### src/design/alrg_pkg.sv
// Shared types, constants and helper functions for the additive lagged
// random generator. No dependencies; used by every design file but alrg_ram.
package alrg_pkg;

  localparam int RING_DEPTH = 32;
  localparam int LAG_OFFSET = 3;
  localparam int IDX_W      = (RING_DEPTH > 1) ? $clog2(RING_DEPTH) : 1;
  localparam int WORD_W     = 32;
  localparam int RES_W      = 31;
  localparam int CNT_W      = 8;

  typedef logic [IDX_W-1:0]  idx_t;
  typedef logic [WORD_W-1:0] word_t;
  typedef logic [CNT_W-1:0]  cnt_t;

  localparam word_t LCG_MUL      = 32'd1103515245;
  localparam word_t LCG_ADD      = 32'd12345;
  localparam cnt_t  DISCARD_MASK = 8'hff;

  localparam idx_t LAG_INIT = IDX_W'(LAG_OFFSET % RING_DEPTH);
  localparam idx_t LAST_IDX = IDX_W'(RING_DEPTH - 1);

  localparam word_t INIT_TABLE [32] = '{
    32'h6fdb9cb7, 32'h9de8dc3d, 32'h093bf9e4, 32'h47528c2b, 32'hfc263867, 32'h53cbf1bf,
    32'h13618c92, 32'h9e0f31b1, 32'hcd651ab0, 32'h2b52a7e5, 32'h2ccdd9bf, 32'h30052e2e,
    32'hb278be81, 32'hd634a58b, 32'h0a33d2c1, 32'hfd42f052, 32'hcb2f06f8, 32'ha57bb730,
    32'h4ca963ac, 32'h84bf5532, 32'hd67ab9e6, 32'h6e2d017b, 32'h1e17cd99, 32'h5891173a,
    32'h39384a29, 32'he0a0282e, 32'h2e5512fc, 32'h3093f269, 32'h3a6983e6, 32'h6b9fdaf3,
    32'h38b6bbd1, 32'hb5e23046
  };

  // Reset contents of a ring entry: the constant table repeats every 32 words.
  function automatic word_t init_word(idx_t idx);
    logic [4:0] pos;
    pos = 5'(idx);
    return INIT_TABLE[pos];
  endfunction

  function automatic idx_t next_idx(idx_t idx);
    return (idx == LAST_IDX) ? '0 : idx + 1'b1;
  endfunction

  typedef enum logic [2:0] {
    S_IDLE,
    S_FILL,
    S_RDA,
    S_RDB,
    S_CALC
  } seq_state_t;

  // Why a draw runs: a user request or one step of the discard loops.
  typedef enum logic [1:0] {
    P_USER,
    P_L1,
    P_L2_TEST,
    P_L2_BODY
  } draw_use_t;

  typedef struct packed {
    logic  rd_en;
    idx_t  rd_addr;
    logic  wr_en;
    idx_t  wr_addr;
    word_t wr_data;
  } ring_req_t;

  typedef struct packed {
    logic             valid;
    logic [RES_W-1:0] value;
  } draw_res_t;

endpackage

### src/design/alrg_ram.sv
// Generic simple dual-port RAM: one write port, one read port with a
// registered read. No package dependencies.
module alrg_ram #(
  parameter int WIDTH = 32,
  parameter int DEPTH = 32
) (
  input  logic                                     clk,
  input  logic                                     wr_en,
  input  logic [((DEPTH > 1) ? $clog2(DEPTH) : 1)-1:0] wr_addr,
  input  logic [WIDTH-1:0]                         wr_data,
  input  logic                                     rd_en,
  input  logic [((DEPTH > 1) ? $clog2(DEPTH) : 1)-1:0] rd_addr,
  output logic [WIDTH-1:0]                         rd_data
);

  logic [WIDTH-1:0] mem [DEPTH];
  logic [WIDTH-1:0] rd_data_r;

  always_ff @(posedge clk) begin
    if (wr_en) begin
      mem[wr_addr] <= wr_data;
    end
    if (rd_en) begin
      rd_data_r <= mem[rd_addr];
    end
  end

  assign rd_data = rd_data_r;

endmodule

### src/design/alrg_ring.sv
// Ring word storage: RAM instance plus per-entry valid bits so that an
// unwritten entry reads as its reset constant. Uses alrg_pkg and alrg_ram.
module alrg_ring (
  input  logic                clk,
  input  logic                rst_n,
  input  alrg_pkg::ring_req_t req,
  output alrg_pkg::word_t     rd_data
);

  logic [alrg_pkg::RING_DEPTH-1:0] valid_r;
  logic                            rd_hit_r;
  alrg_pkg::idx_t                  rd_addr_r;
  alrg_pkg::word_t                 ram_q;

  alrg_ram #(
    .WIDTH(alrg_pkg::WORD_W),
    .DEPTH(alrg_pkg::RING_DEPTH)
  ) u_ram (
    .clk     (clk),
    .wr_en   (req.wr_en),
    .wr_addr (req.wr_addr),
    .wr_data (req.wr_data),
    .rd_en   (req.rd_en),
    .rd_addr (req.rd_addr),
    .rd_data (ram_q)
  );

  always_ff @(posedge clk) begin
    if (!rst_n) begin
      valid_r  <= '0;
      rd_hit_r <= 1'b0;
    end else begin
      if (req.wr_en) begin
        valid_r[req.wr_addr] <= 1'b1;
      end
      if (req.rd_en) begin
        rd_hit_r <= valid_r[req.rd_addr];
      end
    end
  end

  always_ff @(posedge clk) begin
    if (req.rd_en) begin
      rd_addr_r <= req.rd_addr;
    end
  end

  // Fall back to the reset constant until the entry has been written.
  assign rd_data = rd_hit_r ? ram_q : alrg_pkg::init_word(rd_addr_r);

endmodule

### src/design/alrg_seq.sv
// Draw and reseed sequencer: ring indices, read-modify-write of ring words,
// LCG fill walk and discard loops. Uses alrg_pkg; drives alrg_ring requests.
module alrg_seq (
  input  logic                clk,
  input  logic                rst_n,
  input  logic                start,
  input  logic                start_kind,
  input  alrg_pkg::word_t     start_seed,
  output logic                idle,
  input  logic                res_ready,
  output alrg_pkg::draw_res_t res,
  output alrg_pkg::ring_req_t ring_req,
  input  alrg_pkg::word_t     ring_rd_data
);

  alrg_pkg::seq_state_t state_r, state_nxt;
  alrg_pkg::draw_use_t  use_r, use_nxt;
  alrg_pkg::idx_t       first_r, first_nxt;
  alrg_pkg::idx_t       second_r, second_nxt;
  alrg_pkg::idx_t       fill_r, fill_nxt;
  alrg_pkg::cnt_t       n_r, n_nxt;
  alrg_pkg::word_t      x_r, x_nxt;
  alrg_pkg::word_t      a_r, a_nxt;

  alrg_pkg::word_t      a_use;
  alrg_pkg::word_t      sum;
  alrg_pkg::word_t      x_step;
  alrg_pkg::cnt_t       limit;
  logic                 stop;

  // Negate word a only when both words are negative.
  assign a_use  = (a_r[31] && ring_rd_data[31]) ? (~a_r + 32'd1) : a_r;
  assign sum    = a_use + ring_rd_data;
  assign x_step = x_r * alrg_pkg::LCG_MUL + alrg_pkg::LCG_ADD;
  assign limit  = (sum[alrg_pkg::CNT_W:1] ^ x_r[alrg_pkg::CNT_W-1:0]) & alrg_pkg::DISCARD_MASK;
  assign stop   = (n_r >= limit);

  always_ff @(posedge clk) begin
    if (!rst_n) begin
      state_r  <= alrg_pkg::S_IDLE;
      use_r    <= alrg_pkg::P_USER;
      first_r  <= '0;
      second_r <= alrg_pkg::LAG_INIT;
      fill_r   <= '0;
      n_r      <= '0;
    end else begin
      state_r  <= state_nxt;
      use_r    <= use_nxt;
      first_r  <= first_nxt;
      second_r <= second_nxt;
      fill_r   <= fill_nxt;
      n_r      <= n_nxt;
    end
  end

  always_ff @(posedge clk) begin
    x_r <= x_nxt;
    a_r <= a_nxt;
  end

  always_comb begin
    state_nxt  = state_r;
    use_nxt    = use_r;
    first_nxt  = first_r;
    second_nxt = second_r;
    fill_nxt   = fill_r;
    n_nxt      = n_r;
    x_nxt      = x_r;
    a_nxt      = a_r;
    ring_req   = '0;
    res.valid  = 1'b0;
    res.value  = sum[31:1];
    idle       = 1'b0;

    case (state_r)
      alrg_pkg::S_IDLE: begin
        idle = 1'b1;
        if (start) begin
          if (start_kind) begin
            x_nxt     = start_seed;
            fill_nxt  = '0;
            state_nxt = alrg_pkg::S_FILL;
          end else begin
            use_nxt   = alrg_pkg::P_USER;
            state_nxt = alrg_pkg::S_RDA;
          end
        end
      end
      alrg_pkg::S_FILL: begin
        ring_req.wr_en   = 1'b1;
        ring_req.wr_addr = fill_r;
        ring_req.wr_data = x_step;
        x_nxt            = x_step;
        fill_nxt         = alrg_pkg::next_idx(fill_r);
        if (fill_r == alrg_pkg::LAST_IDX) begin
          first_nxt  = '0;
          second_nxt = alrg_pkg::LAG_INIT;
          use_nxt    = alrg_pkg::P_L1;
          n_nxt      = '0;
          state_nxt  = alrg_pkg::S_RDA;
        end
      end
      alrg_pkg::S_RDA: begin
        ring_req.rd_en   = 1'b1;
        ring_req.rd_addr = first_r;
        state_nxt        = alrg_pkg::S_RDB;
      end
      alrg_pkg::S_RDB: begin
        ring_req.rd_en   = 1'b1;
        ring_req.rd_addr = second_r;
        a_nxt            = ring_rd_data;
        state_nxt        = alrg_pkg::S_CALC;
      end
      alrg_pkg::S_CALC: begin
        // Hold a user draw until the output register can take it.
        if (use_r != alrg_pkg::P_USER || res_ready) begin
          ring_req.wr_en   = 1'b1;
          ring_req.wr_addr = second_r;
          ring_req.wr_data = sum;
          first_nxt        = alrg_pkg::next_idx(first_r);
          second_nxt       = alrg_pkg::next_idx(second_r);
          case (use_r)
            alrg_pkg::P_USER: begin
              res.valid = 1'b1;
              state_nxt = alrg_pkg::S_IDLE;
            end
            alrg_pkg::P_L1: begin
              state_nxt = alrg_pkg::S_RDA;
              if (stop) begin
                n_nxt   = '0;
                use_nxt = alrg_pkg::P_L2_TEST;
              end else begin
                n_nxt = n_r + 1'b1;
              end
            end
            alrg_pkg::P_L2_TEST: begin
              if (stop) begin
                state_nxt = alrg_pkg::S_IDLE;
              end else begin
                use_nxt   = alrg_pkg::P_L2_BODY;
                state_nxt = alrg_pkg::S_RDA;
              end
            end
            alrg_pkg::P_L2_BODY: begin
              n_nxt     = n_r + 1'b1;
              use_nxt   = alrg_pkg::P_L2_TEST;
              state_nxt = alrg_pkg::S_RDA;
            end
            default: begin
              state_nxt = alrg_pkg::S_IDLE;
            end
          endcase
        end
      end
      default: begin
        state_nxt = alrg_pkg::S_IDLE;
      end
    endcase
  end

`ifndef NO_ASSERTIONS
  a_no_rw_clash: assert property (@(posedge clk) disable iff (!rst_n)
    !(ring_req.rd_en && ring_req.wr_en))
    else $error("ring read and write in the same cycle");

  a_lag_kept: assert property (@(posedge clk) disable iff (!rst_n)
    (int'(second_r) - int'(first_r) == int'(alrg_pkg::LAG_INIT)) ||
    (int'(second_r) - int'(first_r) == int'(alrg_pkg::LAG_INIT) - alrg_pkg::RING_DEPTH))
    else $error("ring indices lost their lag");

  a_fill_to_discard: assert property (@(posedge clk) disable iff (!rst_n)
    (state_r == alrg_pkg::S_FILL && fill_r == alrg_pkg::LAST_IDX) |=>
    (state_r == alrg_pkg::S_RDA && use_r == alrg_pkg::P_L1 && first_r == '0))
    else $error("fill walk did not start the discard loop");

  a_res_only_user: assert property (@(posedge clk) disable iff (!rst_n)
    res.valid |-> (state_r == alrg_pkg::S_CALC && use_r == alrg_pkg::P_USER && res_ready))
    else $error("result raised outside a user draw");
`endif

endmodule

### src/design/additive_lagged_random_generator_unit.sv
// Additive lagged random generator, top level.
// Input channel (in_valid / in_stall): one request carries in_kind and
// in_seed_value. in_kind = 0 draws the next number; in_kind = 1 reseeds
// from in_seed_value and returns nothing.
// Result channel (out_valid / out_stall): one out_random_value per draw.
// A draw reads word a, reads word b, then adds and writes back (states
// S_RDA, S_RDB and S_CALC), using the one read port of the ring RAM; the
// result shows on out_valid in the cycle after the add, and the next
// request can be taken in that same cycle. No request is taken while a
// draw is in progress. A reseed walks the 32-entry ring with the LCG
// multiplier, one word a cycle, then runs the discard draws, their number
// depending on the seed. in_stall is high meanwhile.
// Reset (synchronous, rst_n low) returns the ring to its constant table
// and the indices to 0 and 3 at once; the ring is usable immediately.
// When the receiver stalls, the result waits in the output register and
// the block still takes the next request; a further draw holds in its
// last step until the output register frees up.
// Depends on alrg_pkg, alrg_seq and alrg_ring.
module additive_lagged_random_generator_unit (
  input  logic                clk,
  input  logic                rst_n,
  input  logic                in_valid,
  output logic                in_stall,
  input  logic                in_kind,
  input  logic signed [31:0]  in_seed_value,
  output logic                out_valid,
  input  logic                out_stall,
  output logic [30:0]         out_random_value
);

  alrg_pkg::ring_req_t ring_req;
  alrg_pkg::word_t     ring_rd_data;
  alrg_pkg::draw_res_t res;
  logic                idle;
  logic                start;
  logic                res_ready;
  logic                out_valid_r;
  logic [30:0]         out_value_r;

  assign in_stall  = !idle;
  assign start     = in_valid && !in_stall;
  assign res_ready = !out_valid_r || !out_stall;

  alrg_seq u_seq (
    .clk          (clk),
    .rst_n        (rst_n),
    .start        (start),
    .start_kind   (in_kind),
    .start_seed   (alrg_pkg::word_t'(in_seed_value)),
    .idle         (idle),
    .res_ready    (res_ready),
    .res          (res),
    .ring_req     (ring_req),
    .ring_rd_data (ring_rd_data)
  );

  alrg_ring u_ring (
    .clk     (clk),
    .rst_n   (rst_n),
    .req     (ring_req),
    .rd_data (ring_rd_data)
  );

  always_ff @(posedge clk) begin
    if (!rst_n) begin
      out_valid_r <= 1'b0;
    end else if (res.valid) begin
      out_valid_r <= 1'b1;
    end else if (!out_stall) begin
      out_valid_r <= 1'b0;
    end
  end

  always_ff @(posedge clk) begin
    if (res.valid) begin
      out_value_r <= res.value;
    end
  end

  assign out_valid        = out_valid_r;
  assign out_random_value = out_value_r;

endmodule
### config.mk
export PLATFORM = sky130hd
export DESIGN_NAME = additive_lagged_random_generator_unit
export DESIGN_NICKNAME = d
export VERILOG_FILES = /design/src/design/alrg_pkg.sv /design/src/design/alrg_ram.sv /design/src/design/alrg_ring.sv /design/src/design/alrg_seq.sv /design/src/design/additive_lagged_random_generator_unit.sv
export SDC_FILE = /design/constraint.sdc
export NUM_CORES = 2
export LEC_CHECK = 0
export BUFFER_PORTS_ARGS = -buffer_cell sky130_fd_sc_hd__clkbuf_2
export CORE_MARGIN = 2
export CORE_UTILIZATION = 30
export DETAILED_ROUTE_END_ITERATION = 12
export SLEW_MARGIN = 20
export SYNTH_ARGS = -nofsm -noshare
export SYNTH_HDL_FRONTEND = slang
export SYNTH_SLANG_ARGS = --single-unit
### constraint.sdc
create_clock -name clk -period 22.7 [get_ports clk]
set_clock_uncertainty 0.15 [all_clocks]
set_input_delay 2.27 -clock clk [delete_from_list [all_inputs] [get_ports clk]]
set_output_delay 2.27 -clock clk [all_outputs]
set_load 0.03 [all_outputs]
==> results.md <==
- Status: finished, violations left
- Failing checks: antenna violations
- Number of DRC markers in iteration 0: 4846
- # IOs: 70
- Largest net degree at the start of global routing: 181
- Initial core utilization: 0.301
- CP peak stage delay: 0.92 ns
- R2r endpoint: u_ring.u_ram.mem[19][28]
- CTS tree: built
- Post-synthesis instance total: 5371
- GP Congestion: 0.926
- Antenna Nets Post-Route: 1
- First-pass GRT wire length: 272000 um
- Std-Cell Rows: 166
- Setup TNS: 0 ns
- Number of global-route vias before repair: 39600
- Max-Cap Viols: 0
- Sequential share of the synthesized area: 0.584
- Mapped Nets: 5866
- EDFF count, synth: 1156
- Skew-Pair Late Insertion Delay: 0.78 ns
- Slowest cell on the critical path: a22o_1
- Routed vias/inst: 5.13
- Top delay family on crit path: adder cells
- Critical Path Start Type: register
- Main flop type after synthesis: edfxtp_1
- 1st-pass router iterations: 5
- Max frequency: 119 MHz
- CP most frequent cell: fa_1
- CP Max Fanout: 32
- Crit path capture type: register
- Die area: 209000 sq um
- Crit Path Class: reg2reg
- R2R depth: 25
- Worst slew pin tran: 1.29 ns
- Die Ht: 457 um
- FF-to-FF setup slack: 14.31 ns
- Most common cell after layout, fill and taps aside: nand2_1
- Worst min path class: reg2reg
- Mean post-synth cell area: 11.5 sq um
- RSZ-0062 raised after global routing: no
- H-tree levels: 4
- Initial antenna violation count: 7
- Number of synthesized register bits: 1218
- DRC: 0
- # fillers: 20000
- Final Hold Viols: 0
- Crit. Startpoint: u_seq.x_r[5]
- Period minus WS final: 8.39 ns
- Area Overhead vs Synth: 12.8%
- Worst EP required: 22.97 ns
- Setup bufs post-CTS: 0
- Final period utilization: 0.370
- Final setup violation count: 0
- Buf+Inv Stages, Crit Path: 5
- Clock root buffer: clkbuf_16
- Final net count: 5852
- CP arrival: 8.66 ns
- GRT overflow: 0
- Synth unique cells: 77
- Slew Viols, Final: 0
- Slew headroom: 0.138
- Final core occ: 0.340
- R2R Path Start: u_seq.x_r[5]
- Clock buffer depth: 3
- Vias: 41900
- Cts repair resizes: 0
- Synth Warn #: 0
- I/O Buffers: 69
- Tot GR Track Use: 0.175
- Cts hold-fix bufs: 0
- Levels on crit path: 25
- Clk sink count: 1218
- Area of the multi-input gates: 23200 sq um
- Core footprint: 204000 sq um
- Reg area: 36000 sq um
- Post-Route WL: 188000 um
- Die Width: 457 um
- Worst Setup EP: u_ring.u_ram.mem[19][28]
- Synth async-reset ratio: 0
- Clk slew on worst S/H paths: 0.06 ns
- Mapped cell area: 61500 sq um
- DR WL/cell: 23.1 um
- Layout cells sized above 1: 0.0806
- TritonCTS Buffers: 136
- Most frequent cells in the layout: 1266 x nand2_1, 1156 x edfxtp_1, 425 x inv_1, 288 x nand3_1, 269 x ha_1
- DP HPWL: 110000 um
-- cell type report --
class                           count  area share
Antenna cell                        7    0.000252
Clock buffer                      162      0.0510
Inverter                          430      0.0235
Sequential cell                  1218       0.518
Clock inverter                     80      0.0101
Multi-Input combinational cell   3421       0.334
Tap cell                         2688      0.0485
Timing Repair Buffer              150      0.0143
-- worst min path at each step --
| stage | from | to | slack (ns) | depth (start not counted) |
|---|---|---|---|---|
| floorplan | u_ring.valid_r[0] | u_ring.valid_r[0] | 0.29 | 2 |
| global placement | u_ring.valid_r[28] | u_ring.valid_r[28] | 0.30 | 2 |
| detailed placement | u_ring.valid_r[31] | u_ring.valid_r[31] | 0.31 | 2 |
| CTS | u_ring.valid_r[31] | u_ring.valid_r[31] | 0.32 | 2 |
| global route | u_ring.valid_r[31] | u_ring.valid_r[31] | 0.34 | 2 |
| finish | u_ring.valid_r[31] | u_ring.valid_r[31] | 0.32 | 2 |
-- per-stage QoR --
stage | instances | instance area (sq um) | hold WS, ns | setup WS [ns]
detailed placement | 7907 | 65100 | 0.308 | 14.40
global route | 8150 | 69400 | 0.338 | 13.90
finish | 8156 | 69400 | 0.317 | 14.31
CTS | 8149 | 69400 | 0.321 | 14.33
floorplan | 5371 | 61500 | 0.290 | 15.41
global placement | 7907 | 65100 | 0.299 | 14.41
-- worst min-delay path, delay by kind of cell, from the launching register on --
kind             cells  cell delay (ns)
flip-flops           1             0.32
AND/OR/NAND/NOR      2             0.11
-- registers in the layout (all words and copies together), names as in the netlist --
name / count
u_ring.u_ram.mem: 1024
u_ring.u_ram.rd_data: 32
u_ring.valid_r: 32
u_seq.a_r: 32
u_seq.x_r: 32
out_random_value: 31
u_seq.n_r: 8
u_ring.rd_addr_r: 5
u_seq.fill_r: 5
u_seq.first_r: 5
u_seq.second_r: 5
u_seq.state_r: 3
u_seq.use_r: 2
out_valid: 1
u_ring.rd_hit_r: 1
-- logic make-up (layout without fill, tap and decap cells) --
group                    count (synthesis)  count (layout)  synth area share
buffers and inverters                  732             822            0.0448
AO/OA/AOI/OAI                          797             797            0.0921
AND/OR/NAND/NOR                       2017            2017             0.140
flip-flops                            1218            1218             0.584
multiplexers                            25              25           0.00455
XOR/XNOR                               124             124            0.0176
adder cells (fa/ha/maj)                458             458             0.116
other                                    0               7                 0
-- cell usage after synthesis (all sizes together), types with 9 or more instances --
cell	n	area (sq um)
a21o	69	518
inv	428	1610
ha	269	3370
nand3	289	1450
fa	189	3780
xnor2	102	893
nand2	1274	4780
and3	142	888
clkbuf	261	980
o21a	9	67.6
nor2	191	717
nand2b	23	159
nor3	27	135
dfxtp	62	1240
a22o	11	96.3
o22ai	9	56.3
o31ai	21	171
mux2	14	158
o21ai	93	465
buf	41	163
mux2i	10	100
or3	20	140
a211oi	61	458
a22oi	9	67.6
xor2	22	193
nand3b	10	75.1
a31oi	91	569
nor2b	13	83.8
o21bai	9	67.6
o41ai	9	105
o211ai	19	143
a21oi	139	696
a311oi	203	1780
edfxtp	1156	34700
-- metal layers --
| metal | part of all wire | global-route usage | vias to the layer above |
|---|---|---|---|
| met5 | 0 | 0 | - |
| met4 | 0.029 | 0.0534 | 0 |
| met3 | 0.078 | 0.0262 | 259 |
| met2 | 0.46 | 0.274 | 1703 |
| met1 | 0.44 | 0.249 | 20800 |
| li1 | - | - | 19100 |
Power is not shown: default switching activity piles up to over one toggle a cycle in this logic, so the estimate is an artifact.
